## src/hw/rtl/assert_macros.svh

```systemverilog
// Assertion helpers used by the top-level RTL file.
`ifndef ASSERT_MACROS_SVH
`define ASSERT_MACROS_SVH

// Check a property on every rising edge once reset has been released.
`define ASSERT_CLK(label, prop, msg) \
  label: assert property (@(posedge clk) disable iff (!rst_n) (prop)) else $error(msg);

// Check that an implication holds on the cycle after its trigger.
`define ASSERT_NEXT(label, trig, cons, msg) \
  label: assert property (@(posedge clk) disable iff (!rst_n) (trig) |=> (cons)) \
    else $error(msg);

`endif

```

## src/hw/rtl/shbb_pkg.sv

```systemverilog
`default_nettype none

package shbb_pkg;

  localparam logic [7:0] CODE_RAISE = 8'h34;  // '4'
  localparam logic [7:0] CODE_LOWER = 8'h32;  // '2'

  // echo / 148 = (echo >> 2) / 37, done as a reciprocal multiply
  localparam int unsigned ECHO_DROP  = 2;
  localparam int unsigned ECHO_Q_W   = 16 - ECHO_DROP;
  localparam int unsigned RECIP_SH   = 19;
  localparam logic [13:0] RECIP_37   = 14'd14170;
  localparam int unsigned PROD_W     = 2 * ECHO_Q_W;
  localparam int unsigned QUOT_W     = PROD_W - RECIP_SH;

  localparam logic [7:0] RST_MIN_SPEED  = 8'd85;
  localparam logic [7:0] RST_MAX_SPEED  = 8'd175;
  localparam logic [7:0] RST_BOOST_THR  = 8'd90;
  localparam logic [3:0] RST_BOOST_STEP = 4'd3;
  localparam logic [3:0] RST_FINE_STEP  = 4'd1;
  localparam logic [5:0] RST_DIST_LOW   = 6'd1;
  localparam logic [5:0] RST_DIST_HIGH  = 6'd20;
  localparam logic [3:0] RST_MARGIN     = 4'd0;
  localparam logic [7:0] RST_SPEED      = 8'd0;
  localparam logic [5:0] RST_SETPOINT   = 6'd8;

  typedef enum logic [2:0] {
    REG_MIN_SPEED  = 3'd0,
    REG_MAX_SPEED  = 3'd1,
    REG_BOOST_THR  = 3'd2,
    REG_BOOST_STEP = 3'd3,
    REG_FINE_STEP  = 3'd4,
    REG_DIST_LOW   = 3'd5,
    REG_DIST_HIGH  = 3'd6,
    REG_MARGIN     = 3'd7
  } cfg_idx_t;

  typedef struct packed {
    logic [7:0] min_speed;
    logic [7:0] max_speed;
    logic [7:0] boost_threshold;
    logic [3:0] boost_step;
    logic [3:0] fine_step;
    logic [5:0] dist_low;
    logic [5:0] dist_high;
    logic [3:0] margin;
  } cfg_t;

  typedef struct packed {
    logic [7:0] speed;
    logic [5:0] setpoint;
    logic       indicator;
  } ctl_state_t;

  typedef struct packed {
    logic       msg_valid;
    logic [7:0] button_char;
    logic [15:0] echo_width_us;
  } sample_t;

  typedef struct packed {
    logic [7:0] motor_speed;
    logic       at_target;
    logic       speed_changed;
    logic [5:0] distance_in;
    logic [5:0] setpoint;
  } result_t;

  // Above max is checked first: when the limits cross, values above max get max and all others get min.
  function automatic logic [7:0] clamp_speed(input logic signed [9:0] v,
                                             input logic [7:0] lo,
                                             input logic [7:0] hi);
    logic [7:0] res;
    if (v > $signed({2'b00, hi})) begin
      res = hi;
    end else if (v < $signed({2'b00, lo})) begin
      res = lo;
    end else begin
      res = v[7:0];
    end
    return res;
  endfunction

endpackage

`default_nettype wire

```

## src/hw/rtl/shbb_step.sv

```systemverilog
`default_nettype none

module shbb_step #(
  parameter int unsigned ZERO_RUN_LIMIT = 5,
  parameter int unsigned ZR_W           = 3
) (
  input  shbb_pkg::cfg_t       cfg,
  input  shbb_pkg::ctl_state_t cur,
  input  logic [ZR_W-1:0]      zero_run,
  input  shbb_pkg::sample_t    smp,
  output shbb_pkg::ctl_state_t nxt,
  output logic [ZR_W-1:0]      zero_run_nxt,
  output shbb_pkg::result_t    res
);
  import shbb_pkg::*;

  localparam logic [ZR_W-1:0] ZR_LIMIT = ZR_W'(ZERO_RUN_LIMIT);

  logic [6:0]          raise_cand;
  logic [6:0]          lower_cand;
  logic                raise_ok;
  logic                lower_ok;
  logic [5:0]          sp;
  logic [ECHO_Q_W-1:0] echo_q;
  logic [PROD_W-1:0]   prod;
  logic [QUOT_W-1:0]   quot;
  logic [5:0]          inches;
  logic                in_band;
  logic [3:0]          inc;
  logic signed [9:0]   up_val;
  logic signed [9:0]   down_val;

  // Setpoint moves first; the sonar decision sees the new value.
  always_comb begin
    raise_cand = {1'b0, cur.setpoint} + 7'd1;
    lower_cand = {1'b0, cur.setpoint} - 7'd1;
    raise_ok   = (raise_cand <= {1'b0, cfg.dist_high}) && (raise_cand >= {1'b0, cfg.dist_low});
    lower_ok   = (cur.setpoint != 6'd0) && (lower_cand <= {1'b0, cfg.dist_high})
                 && (lower_cand >= {1'b0, cfg.dist_low});
    sp = cur.setpoint;
    if (smp.msg_valid) begin
      if ((smp.button_char == CODE_RAISE) && raise_ok) begin
        sp = raise_cand[5:0];
      end else if ((smp.button_char == CODE_LOWER) && lower_ok) begin
        sp = lower_cand[5:0];
      end
    end
  end

  assign echo_q = smp.echo_width_us[15:ECHO_DROP];
  assign prod   = {{(PROD_W-ECHO_Q_W){1'b0}}, echo_q} * {{(PROD_W-14){1'b0}}, RECIP_37};
  assign quot   = prod[PROD_W-1:RECIP_SH];

  always_comb begin
    if (quot >= {{(QUOT_W-6){1'b0}}, cfg.dist_high}) begin
      inches = 6'd0;
    end else begin
      inches = quot[5:0];
    end
  end

  assign in_band = (({1'b0, inches} + {3'b000, cfg.margin}) >= {1'b0, sp})
                   && ({1'b0, inches} <= ({1'b0, sp} + {3'b000, cfg.margin}));
  assign inc      = (cur.speed <= cfg.boost_threshold) ? cfg.boost_step : cfg.fine_step;
  assign up_val   = $signed({2'b00, cur.speed}) + $signed({6'd0, inc});
  assign down_val = $signed({2'b00, cur.speed}) - $signed({6'd0, cfg.fine_step});

  always_comb begin
    nxt               = cur;
    nxt.setpoint      = sp;
    zero_run_nxt      = zero_run;
    res.speed_changed = 1'b0;
    if (inches == 6'd0) begin
      // count empty readings; hold minimum speed once the run is long enough
      if (zero_run == ZR_LIMIT) begin
        nxt.speed = clamp_speed($signed({2'b00, cfg.min_speed}), cfg.min_speed,
                                cfg.max_speed);
      end else begin
        zero_run_nxt = zero_run + ZR_W'(1);
      end
    end else begin
      zero_run_nxt = '0;
      if (in_band) begin
        nxt.indicator = 1'b1;
      end else begin
        nxt.indicator     = 1'b0;
        res.speed_changed = 1'b1;
        if (inches <= sp) begin
          nxt.speed = clamp_speed(up_val, cfg.min_speed, cfg.max_speed);
        end else begin
          nxt.speed = clamp_speed(down_val, cfg.min_speed, cfg.max_speed);
        end
      end
    end
    res.motor_speed = nxt.speed;
    res.at_target   = nxt.indicator;
    res.distance_in = inches;
    res.setpoint    = sp;
  end

endmodule

`default_nettype wire

```

## src/hw/rtl/sonar_height_bang_bang_controller.sv

```systemverilog
// Flow: a beat taken at one edge is held in the input register, worked by shbb_step
// and registered into the result register, once that is free, which drives the out_ ports.
// Throughput: one beat per cycle while out_stall is low; the single pass through the input register,
// divide-by-148 multiply and speed clamp sets that rate.
// Reset (synchronous, rst_n low): both stages empty, registers at their
// defaults, speed 0, setpoint 8, zero run and indicator cleared.
`default_nettype none

module sonar_height_bang_bang_controller #(
  parameter int unsigned ZERO_RUN_LIMIT = 5
) (
  input  logic        clk,
  input  logic        rst_n,
  input  logic        cfg_we,
  input  logic [2:0]  cfg_index,
  input  logic [7:0]  cfg_wdata,
  input  logic        in_valid,
  output logic        in_stall,
  input  logic        in_msg_valid,
  input  logic [7:0]  in_button_char,
  input  logic [15:0] in_echo_width_us,
  output logic        out_valid,
  input  logic        out_stall,
  output logic [7:0]  out_motor_speed,
  output logic        out_at_target,
  output logic        out_speed_changed,
  output logic [5:0]  out_distance_in,
  output logic [5:0]  out_setpoint
);
  import shbb_pkg::*;

  `include "assert_macros.svh"

  localparam int unsigned ZR_W = $clog2(ZERO_RUN_LIMIT + 1);

  cfg_t            cfg_r;
  ctl_state_t      st_r;
  ctl_state_t      st_nxt;
  logic [ZR_W-1:0] zero_run_r;
  logic [ZR_W-1:0] zero_run_nxt;
  sample_t         smp_r;
  logic            s1_valid_r;
  result_t         res_r;
  result_t         res_nxt;
  logic            out_valid_r;
  logic            advance;

  // The work stage moves on whenever the result register is free or drained.
  assign advance  = !out_valid_r || !out_stall;
  assign in_stall = s1_valid_r && !advance;

  always_ff @(posedge clk) begin
    if (!rst_n) begin
      cfg_r.min_speed       <= RST_MIN_SPEED;
      cfg_r.max_speed       <= RST_MAX_SPEED;
      cfg_r.boost_threshold <= RST_BOOST_THR;
      cfg_r.boost_step      <= RST_BOOST_STEP;
      cfg_r.fine_step       <= RST_FINE_STEP;
      cfg_r.dist_low        <= RST_DIST_LOW;
      cfg_r.dist_high       <= RST_DIST_HIGH;
      cfg_r.margin          <= RST_MARGIN;
    end else if (cfg_we) begin
      unique case (cfg_idx_t'(cfg_index))
        REG_MIN_SPEED:  cfg_r.min_speed       <= cfg_wdata;
        REG_MAX_SPEED:  cfg_r.max_speed       <= cfg_wdata;
        REG_BOOST_THR:  cfg_r.boost_threshold <= cfg_wdata;
        REG_BOOST_STEP: cfg_r.boost_step      <= cfg_wdata[3:0];
        REG_FINE_STEP:  cfg_r.fine_step       <= cfg_wdata[3:0];
        REG_DIST_LOW:   cfg_r.dist_low        <= cfg_wdata[5:0];
        REG_DIST_HIGH:  cfg_r.dist_high       <= cfg_wdata[5:0];
        REG_MARGIN:     cfg_r.margin          <= cfg_wdata[3:0];
        default: ;
      endcase
    end
  end

  shbb_step #(
    .ZERO_RUN_LIMIT (ZERO_RUN_LIMIT),
    .ZR_W           (ZR_W)
  ) u_step (
    .cfg          (cfg_r),
    .cur          (st_r),
    .zero_run     (zero_run_r),
    .smp          (smp_r),
    .nxt          (st_nxt),
    .zero_run_nxt (zero_run_nxt),
    .res          (res_nxt)
  );

  always_ff @(posedge clk) begin
    if (!rst_n) begin
      s1_valid_r  <= 1'b0;
      out_valid_r <= 1'b0;
      st_r.speed     <= RST_SPEED;
      st_r.setpoint  <= RST_SETPOINT;
      st_r.indicator <= 1'b0;
      zero_run_r     <= '0;
    end else begin
      // the input register fills whenever it is free, even while the result waits
      if (!in_stall) begin
        s1_valid_r <= in_valid;
      end
      if (advance) begin
        out_valid_r <= s1_valid_r;
        if (s1_valid_r) begin
          st_r       <= st_nxt;
          zero_run_r <= zero_run_nxt;
        end
      end
    end
  end

  // payload: capture on an accepted beat, publish as the work stage drains
  always_ff @(posedge clk) begin
    if (in_valid && !in_stall) begin
      smp_r.msg_valid     <= in_msg_valid;
      smp_r.button_char   <= in_button_char;
      smp_r.echo_width_us <= in_echo_width_us;
    end
    if (advance && s1_valid_r) begin
      res_r <= res_nxt;
    end
  end

  assign out_valid         = out_valid_r;
  assign out_motor_speed   = res_r.motor_speed;
  assign out_at_target     = res_r.at_target;
  assign out_speed_changed = res_r.speed_changed;
  assign out_distance_in   = res_r.distance_in;
  assign out_setpoint      = res_r.setpoint;

  `ASSERT_CLK(a_zero_run_bound, zero_run_r <= ZR_W'(ZERO_RUN_LIMIT),
              "zero run counted past its limit")
  `ASSERT_CLK(a_step_clears_lamp, !(out_valid_r && res_r.speed_changed && res_r.at_target),
              "speed stepped while indicator lit")
  `ASSERT_CLK(a_step_needs_echo, !(out_valid_r && res_r.speed_changed && res_r.distance_in == 6'd0),
              "speed stepped on an empty reading")
  `ASSERT_NEXT(a_work_reaches_out, s1_valid_r && advance, out_valid_r,
               "worked beat did not reach the result register")
  `ASSERT_NEXT(a_state_holds_idle, !s1_valid_r || !advance, $stable(st_r) && $stable(zero_run_r),
               "control state moved without a beat")

endmodule

`default_nettype wire
```

## config.mk

```make
export PLATFORM = sky130hd
export DESIGN_NAME = sonar_height_bang_bang_controller
export DESIGN_NICKNAME = d
export VERILOG_FILES = /design/src/hw/rtl/shbb_pkg.sv /design/src/hw/rtl/shbb_step.sv /design/src/hw/rtl/sonar_height_bang_bang_controller.sv
export VERILOG_INCLUDE_DIRS = /design/src /design/src/hw/rtl
export SDC_FILE = /design/constraint.sdc
export NUM_CORES = 1
export LEC_CHECK = 0
export BUFFER_PORTS_ARGS = -buffer_cell sky130_fd_sc_hd__buf_2
export CORE_UTILIZATION = 60
export DETAILED_ROUTE_END_ITERATION = 10
export PLACE_DENSITY_LB_ADDON = 0.1
export SETUP_SLACK_MARGIN = 0.1
export SLEW_MARGIN = 25
export SYNTH_ARGS = -nofsm -noshare
export SYNTH_HDL_FRONTEND = slang
export SYNTH_HIERARCHICAL = 1
export SYNTH_SLANG_ARGS = --single-unit
```

## constraint.sdc

```tcl
create_clock -name clk -period 10.3 [get_ports clk]
set_input_delay 0.515 -clock clk [delete_from_list [all_inputs] [get_ports clk]]
set_output_delay 0.515 -clock clk [all_outputs]
set_load 0.05 [all_outputs]
```

==> impl_metrics.csv <==
group,metric,value,unit
outcome,status,"finished clean",
critical_path,slowest_stage,"or4_4",
placed_design,dp_hpwl,21500,µm
layout,antenna_cells,0,
sta,rsz0062_at_grt,"no",
clock_tree,path_clk_slew,0.06,ns
placed_design,globalplace.congestion,0.940,
logic_synthesis,synth.cell_area,11800,µm²
grt,track_usage,27.5,%
detailed_routing,initialDrtViolationCount,597,
sta,timing.fmax,0.103,GHz
detailed_routing,wl_per_cell,17.1,µm
layout,drive_above_1_share,9.65,%
detailed_routing,final_antenna_net_count,0,
clock_tree,cts_buffers,17,
sta,whs,0.272,ns
power_and_ir_drop,power.leakage,6.53,nW
min_path,min_from,"in_button_char[1]",
logic_synthesis,synth_fp_nets,1576,
sta,min_period,9.68,ns
layout,fin_util,67.8,%
clock_tree,root_buffer,"clkbuf_16",
critical_path,required,10.57,ns
critical_path,end_kind,"flip-flop",
sta,tns,0,ns
clock_tree,htree_levels,4,
detailed_routing,num_vias,8914,
logic_synthesis,synth.avg_cell_area,9.36,µm²
floorplanning,core,19000,µm²
layout,nets,1617,
floorplanning,die_h,142,µm
clock_tree,tritoncts,"done",
sta,fin_skew,0.00909,ns
floorplanning,dieArea,20300,µm²
sta,setup_viol_count_final,0,
detailed_routing,drt-pass1-iter-count,7,
clock_tree,clockBufferDepth,2,
detailed_routing,post-route-drc-count,0,
floorplanning,die_w,142,µm
power_and_ir_drop,peakVddDrop,0.221,mV
floorplanning,num_io_pins,65,
run,cap_violations,0,
layout,area_growth,9.06,%
grt,antenna_found_initial,0,
critical_path,crit_type,"reg -> reg",
detailed_routing,routed_wl,26900,µm
detailed_routing,vias_per_cell,5.66,
sta,relSlewSlack,34.6,%
sta,hold_violations,0,
placed_design,io_buffers,62,
clock_tree,clkSinkCount,113,
clock_tree,clock_latency,0.41,ns
sta,period_share,94.0,%
critical_path,r2r_slack,0.62,ns
grt,grt_max_degree,103,
sta,worst_slew_pin_slew,0.975,ns
critical_path,crit_path_start,"smp_r[8]",
critical_path,slowest_delay,0.61,ns
critical_path,cp-start-kind,"flip-flop",
power_and_ir_drop,pwr_density_cell,297,nW/µm²
floorplanning,num_rows,50,
clock_tree,ctsHoldBuffers,0,
floorplanning,start_util,62.2,%
min_path,hold_path_class,"in -> reg",
grt,grt_pass1_wl,42400,µm
grt,grt_pass1_vias,8346,
grt,grt_overflow,0,
logic_synthesis,yosysWarnings,6,
sta,final_max_slew_viol_count,0,
critical_path,cp.arrival,9.96,ns
logic_synthesis,syn-instance-count,1263,
critical_path,regToRegStartpoint,"smp_r[8]",
critical_path,worst-path-max-fanout,12,
[timing repair]
action | 4_1_cts | 5_1_grt
buffers inserted | 0 | 4
resized for setup | 0 | 5
setup endpoints to repair | 0 | 16
[sequential cells by signal (all words and copies together), names as in the netlist, 3 cells and up]
register,flops
zero_run_r,3
smp_r,23
out_distance_in,6
st_r,15
out_setpoint,6
out_motor_speed,8
cfg_r,48
[cells in the final DEF, fill, tap and decap left out, types with 12 or more instances in the layout]
cell type and count:
dfxtp_1 68, a21oi_1 46, buf_2 62, nand2b_1 13, fa_1 76, buf_4 16, clkbuf_16 19, nand3_1 24
nor3_1 12, mux2i_1 76, inv_1 194, o21ai_0 41, ha_1 196, edfxtp_1 45, nor2b_1 47, xnor2_1 22
nor2_1 32, xor2_1 22, a21o_1 26, nand2_1 116
[per-stage QoR]
step | cells | power [W] | worst slack [ns] | cell area [µm²]
global placement | 1541 | 0.00313 | 0.568 | 12300
detailed placement | 1541 | 0.00318 | 0.418 | 12300
CTS | 1572 | 0.00379 | 0.436 | 12800
global route | 1576 | 0.00420 | 0.119 | 12900
finish | 1576 | 0.00383 | 0.616 | 12900
floorplan | 1263 | 0.00262 | 1.25 | 11800
[power by group]
| group | total (W) | switching (W) | internal, W | leakage, nW |
|---|---|---|---|---|
| combinational | 0.00267 | 0.00160 | 0.00107 | 5.26 |
| clock | 0.000589 | 0.000221 | 0.000368 | 0.295 |
| sequential | 0.000573 | 0.0000446 | 0.000528 | 0.979 |
[worst paths after layout]
path / end / cells past startpoint
worst max-delay path: st_r[9] / 38
worst min-delay path: smp_r[17] / 1
worst max register to register: st_r[9] / 38
worst min register to register: cfg_r[17] / 2
[final cells by class]
| cell class | instances | area, µm² |
|---|---|---|
| Fill cell | 1552 | 6120 |
| Sequential cell | 113 | 2710 |
| Multi-Input combinational cell | 898 | 8100 |
| Inverter | 196 | 736 |
| Clock buffer | 21 | 493 |
| Tap cell | 260 | 325 |
| Timing Repair Buffer | 78 | 430 |
| Clock inverter | 10 | 96.3 |
[worst max-delay path, delay by kind of cell, from the launching register on]
family / cells / cell delay, ns
AO/OA/AOI/OAI: 14 / 2.74
adder cells (fa/ha/maj): 8 / 3.39
buffers and inverters: 6 / 0.65
flip-flops: 1 / 0.50
multiplexers: 1 / 0.08
AND/OR/NAND/NOR: 9 / 2.19
[layer usage]
metal  GRT usage (%)  share of wire [%]  up-vias
met5               0                  0        -
met4            6.90                1.2        0
met3            4.37                4.7       23
li1                -                  -     4386
met1            38.5                 47     4310
met2            44.1                 47      195
Power figures use the tool's default switching activity.
